File: config.mk
export PLATFORM = sky130hd
export DESIGN_NAME = hndf_front
export DESIGN_NICKNAME = d
export VERILOG_FILES = /design/src/rtl/hndf_pkg.sv /design/src/rtl/hndf_front.sv
export SDC_FILE = /design/constraint.sdc
export NUM_CORES = 1
export LEC_CHECK = 0
export ABC_CLOCK_PERIOD_IN_PS = 20900
export BUFFER_PORTS_ARGS = -buffer_cell sky130_fd_sc_hd__buf_2
export CAP_MARGIN = 30
export CORE_MARGIN = 10
export CORE_UTILIZATION = 45
export CTS_CLUSTER_SIZE = 20
export DETAILED_ROUTE_END_ITERATION = 7
export HOLD_SLACK_MARGIN = 0.1
export PLACE_DENSITY = 0.68
export RECOVER_POWER = 25
export SYNTH_ARGS = -nofsm -noshare
export SYNTH_HDL_FRONTEND = slang
export SYNTH_SLANG_ARGS = --single-unit
File: constraint.sdc
create_clock -name clk -period 20.9 [get_ports clk]
set_input_delay 0 -clock clk [delete_from_list [all_inputs] [get_ports clk]]
set_output_delay 0 -clock clk [all_outputs]
set_load 0.1 [all_outputs]
File: src/rtl/hndf_pkg.sv
// Shared types, constants and helper functions for the hash near-duplicate filter.
// Used by the top level and the front and back ends; depends on nothing.
`timescale 1ns / 1ps

package hndf_pkg;

  localparam int MAX_TILES = 1024;
  localparam int HASH_BITS = 64;
  localparam int HASH_LVLS = $clog2(HASH_BITS);
  localparam int IDX_W     = 10;
  localparam int CNT_W     = 11;
  localparam int LANES     = 4;
  localparam int LANE_W    = $clog2(LANES);
  localparam int ROWS      = MAX_TILES / LANES;
  localparam int ROW_W     = $clog2(ROWS);
  localparam int ROWCNT_W  = ROW_W + 1;
  localparam int PCNT_W    = $clog2(HASH_BITS + 1);
  localparam int DIST_W    = 7;
  localparam logic [DIST_W-1:0] DIST_RESET = 7'd4;

  // One classified transaction as it travels from the front to the back.
  typedef struct packed {
    logic [HASH_BITS-1:0] hash;
    logic                 empty;
    logic                 last;
    logic [IDX_W-1:0]     idx;
    logic [CNT_W-1:0]     cmp_count;
    logic                 store;
    logic                 full;
  } item_t;

  // Population count as a balanced adder tree, one level per loop pass.
  function automatic logic [PCNT_W-1:0] popcount(input logic [HASH_BITS-1:0] v);
    logic [PCNT_W-1:0] acc [HASH_BITS];
    for (int i = 0; i < HASH_BITS; i++) begin
      acc[i] = PCNT_W'(v[i]);
    end
    for (int lvl = 0; lvl < HASH_LVLS; lvl++) begin
      for (int i = 0; i < HASH_BITS / 2; i++) begin
        if (i < (HASH_BITS >> (lvl + 1))) begin
          acc[i] = acc[2*i] + acc[2*i+1];
        end
      end
    end
    return acc[0];
  endfunction

endpackage

File: src/rtl/hndf_front.sv
// Front end: accepts transactions, assigns index and store slot, and queues them.
// Depends on hndf_pkg.
`timescale 1ns / 1ps

module hndf_front (
  input  logic                           clk,
  input  logic                           rst,
  input  logic                           start,
  output logic                           busy,
  input  logic [hndf_pkg::HASH_BITS-1:0] hash_in,
  input  logic                           empty_in,
  input  logic                           last_in,
  output logic                           q_valid,
  output hndf_pkg::item_t                q_head,
  input  logic                           q_pop
);

  logic [hndf_pkg::CNT_W-1:0] stored_count;
  logic [hndf_pkg::IDX_W-1:0] item_counter;
  hndf_pkg::item_t            q_mem [2];
  logic                       wr_ptr;
  logic                       rd_ptr;
  logic [1:0]                 q_cnt;
  logic                       push;
  hndf_pkg::item_t            cls;

  assign busy    = (q_cnt == 2'd2);
  assign push    = start && !busy;
  assign q_valid = (q_cnt != 2'd0);
  assign q_head  = q_mem[rd_ptr];

  always_comb begin
    cls.hash      = hash_in;
    cls.empty     = empty_in;
    cls.last      = last_in;
    cls.idx       = item_counter;
    cls.cmp_count = empty_in ? '0 : stored_count;
    cls.store     = !empty_in && (stored_count < hndf_pkg::CNT_W'(hndf_pkg::MAX_TILES));
    cls.full      = !empty_in && (stored_count >= hndf_pkg::CNT_W'(hndf_pkg::MAX_TILES));
  end

  always_ff @(posedge clk) begin
    if (rst) begin
      stored_count <= '0;
      item_counter <= '0;
      wr_ptr       <= 1'b0;
      rd_ptr       <= 1'b0;
      q_cnt        <= 2'd0;
    end else begin
      if (push) begin
        q_mem[wr_ptr] <= cls;
        wr_ptr        <= !wr_ptr;
        if (last_in) begin
          stored_count <= '0;
          item_counter <= '0;
        end else begin
          if (cls.store) begin
            stored_count <= stored_count + hndf_pkg::CNT_W'(1);
          end
          if (item_counter < hndf_pkg::IDX_W'(hndf_pkg::MAX_TILES - 1)) begin
            item_counter <= item_counter + hndf_pkg::IDX_W'(1);
          end
        end
      end
      if (q_pop) begin
        rd_ptr <= !rd_ptr;
      end
      if (push && !q_pop) begin
        q_cnt <= q_cnt + 2'd1;
      end else if (!push && q_pop) begin
        q_cnt <= q_cnt - 2'd1;
      end
    end
  end

endmodule

==> metrics <==
RSZ-0062 raised after global routing=false; vias=4668; post-CTS resize count=0; CP max FO=48; DP Wirelength=10640 um; Vias/cell=5.068; TritonCTS clock tree=done; RD Place Congestion=0.8074; Final min period=2605 ps; initial DRC count=207; final setup vio count=0; # clock sinks=202; fill count=1282; Post-DRT Antenna Nets=0; post-place setup slack=18220 ps; outcome=completed; largest area contributor in the netlist=edfxtp_1; root buf cell=clkbuf_16; grt ovf=0; async set or reset register ratio after synthesis=0%; Core Region=0.01670 sq mm; Global Route Usage Sum=14.12%; Post-route DRC=0; Layout area overhead=32.13%; Cell Chain, Critical Path=nand2b_4 > nand2_1 > nor3_2 > buf_4 > buf_16; CP Class=flop to flop; drt total wl=16660 um; first-pass GRT wire length=25640 um; HP Class=input port to flop; Leak=0.003678 uW; Critical Path Sink Type=flop; routed length per instance=18.09 um; fraction of layout cells with a size suffix above 1=36.43%; setup_tns=0 ps; Post-synth EDFFs=176; Die W=151.1 um; critical path launch point type=flop; total CTS buffers=22; Post-Syn Area per Cell=17.39 sq um; peak supply drop=0.06846 mV; FP Rows=47; htree depth=1; Port-buffer cells=160; CP Data Required Time=21070 ps; Slew headroom=46.03%; Final Slew Violations=0; Syn. warnings=0; Clk Latency, worst-skew pair=480 ps; largest net degree at the start of global routing=75; nets=757; synthesized netlist cell count=445; post-route clock period utilization=12.46%; IO Count=161; final setup skew=6.512 ps; Peak Freq=383.9 MHz; effective utilization at floorplan=46.33%; max_cap viols=0; clk buf depth=3; Final Worst Setup Slack=18300 ps; PwrDens=109.1 mW/mm^2; Synth top area share=68.31%; worst-margin pin slew=809.5 ps; Worst-path clk slew=60 ps; DRT Pass-1 Iters=5; syn nets=518; post-synthesis sequential area ratio=75.03%; DIE HEIGHT=151.1 um; Worst EP arrival=2770 ps; CP peak stage delay=580 ps; top post-synthesis cells by area=edfxtp_1, mux2_2, dfxtp_1; initial antenna violation count=1; final hold violations=0; Die Footprint=0.02284 sq mm; vias in the first global route=4758; top_reg_cell synth=edfxtp_1; Seq cells post-synth=202; post-synth cell types=44; mapped cell area=0.007737 sq mm; critical path's slowest cell=nor3_2
==> critical path: cells and delay by family (launching register included) <==
family / cells / cell delay, ps
buf+inv: 2 / 850
flops: 1 / 390
simple gates: 3 / 1030
==> cell type report <==
type	count	area [sq um]	area share, %
sequential	202	5809	56.82
multi-input combinational	216	1824	17.84
timing repair buffer	235	1525	14.92
clock buffer	28	624.3	6.107
tap	220	275.3	2.692
clock inverter	12	133.9	1.309
inverter	7	28.78	0.2815
antenna	1	2.502	0.02448
==> final timing paths <==
check                   from               to  slack [ps]  depth (start not counted)
max                 q_cnt[0]     q_mem[0][62]       18300                          5
min              hash_in[20]     q_mem[1][45]         240                          2
max reg2reg         q_cnt[0]     q_mem[0][62]       18300                          5
min reg2reg  stored_count[1]  stored_count[1]         520                          2
==> cell usage after synthesis (all sizes together) (4+ instances only) <==
cell type and n:
a21oi 11, a31oi 5, clkbuf 18, dfxtp 26, edfxtp 176, inv 7
mux2 88, nand2 8, nand3 8, nand4 5, nor2 16, nor2b 11
o21ai 7, o311ai 6, o31ai 4, or3 5, or4 6, xor2 4
==> flip-flops by register name, summed over array words and instances (netlist names), named ones only <==
| signal | flops |
|---|---|
| q_mem | 176 |
| stored_count | 11 |
| item_counter | 10 |
| q_cnt | 2 |
| rd_ptr | 1 |
| wr_ptr | 1 |
==> layout by cell type, fill, tap and decap left out, drive strengths merged, types with 2 or more instances in the layout <==
master and n:
xnor2 3, and3 3, nor2 16, clkinvlp 2, mux2 88, o41ai 3, a21oi 11, and4 3
bufinv 3, nand3 8, or3 5, nand2 8, clkinv 7, buf 119, a31oi 5, nor3 3
dfxtp 26, ha 3, inv 7, o21ai 7, or4 6, edfxtp 176, nand4 5, o31ai 4
nor2b 11, dlygate4sd3 70, o311ai 6, xor2 4, clkbuf 74
==> metal layers <==
layer	GRT usage [%]	vias up	part of all wire [%]
met5	0	-	0
met2	23.99	159	50
met1	17.61	2270	42
met4	3.369	0	1.1
li1	-	2222	-
met3	3.789	17	7.1
==> report_power, final <==
part,internal (uW),leakage (uW),switching [uW]
combinational,52.4,0.00147,198
sequential,465,0.00185,8.96
clock,247,0.000366,143
==> through the flow <==
stage / utilization, % / instances / instance area (sq um) / total power [uW] / hold slack, ps
finish: 61.22 / 921 / 10220 / 1115 / 242.1
global route: 61.22 / 921 / 10220 / 1158 / 218.4
CTS: 61.36 / 919 / 10250 / 1130 / 212.1
detailed placement: 52.62 / 809 / 8788 / 724.6 / 191.8
global placement: 52.46 / 808 / 8761 / 720.6 / 189.4
floorplan: - / 445 / 7737 / 686.1 / 98.87
==> kinds of logic (layout without fill, tap and decap cells) <==
group / after synthesis / count (layout) / synth area share (%)
AO/OA/AOI/OAI: 41 / 41 / 3.606
XOR/XNOR: 7 / 7 / 0.7924
adder cells (fa/ha/maj): 3 / 3 / 0.4852
buffers and inverters: 27 / 282 / 1.488
flip-flops: 202 / 202 / 75.03
multiplexers: 88 / 88 / 12.81
other: 0 / 1 / 0
AND/OR/NAND/NOR: 77 / 77 / 5.790
==> timing repair <==
item | 4_1_cts | 5_1_grt
buffers inserted | 0 | 0
hold endpoints to repair | 177 | 0
hold buffers | 70 | 0
Power figures use the tool's default switching activity.
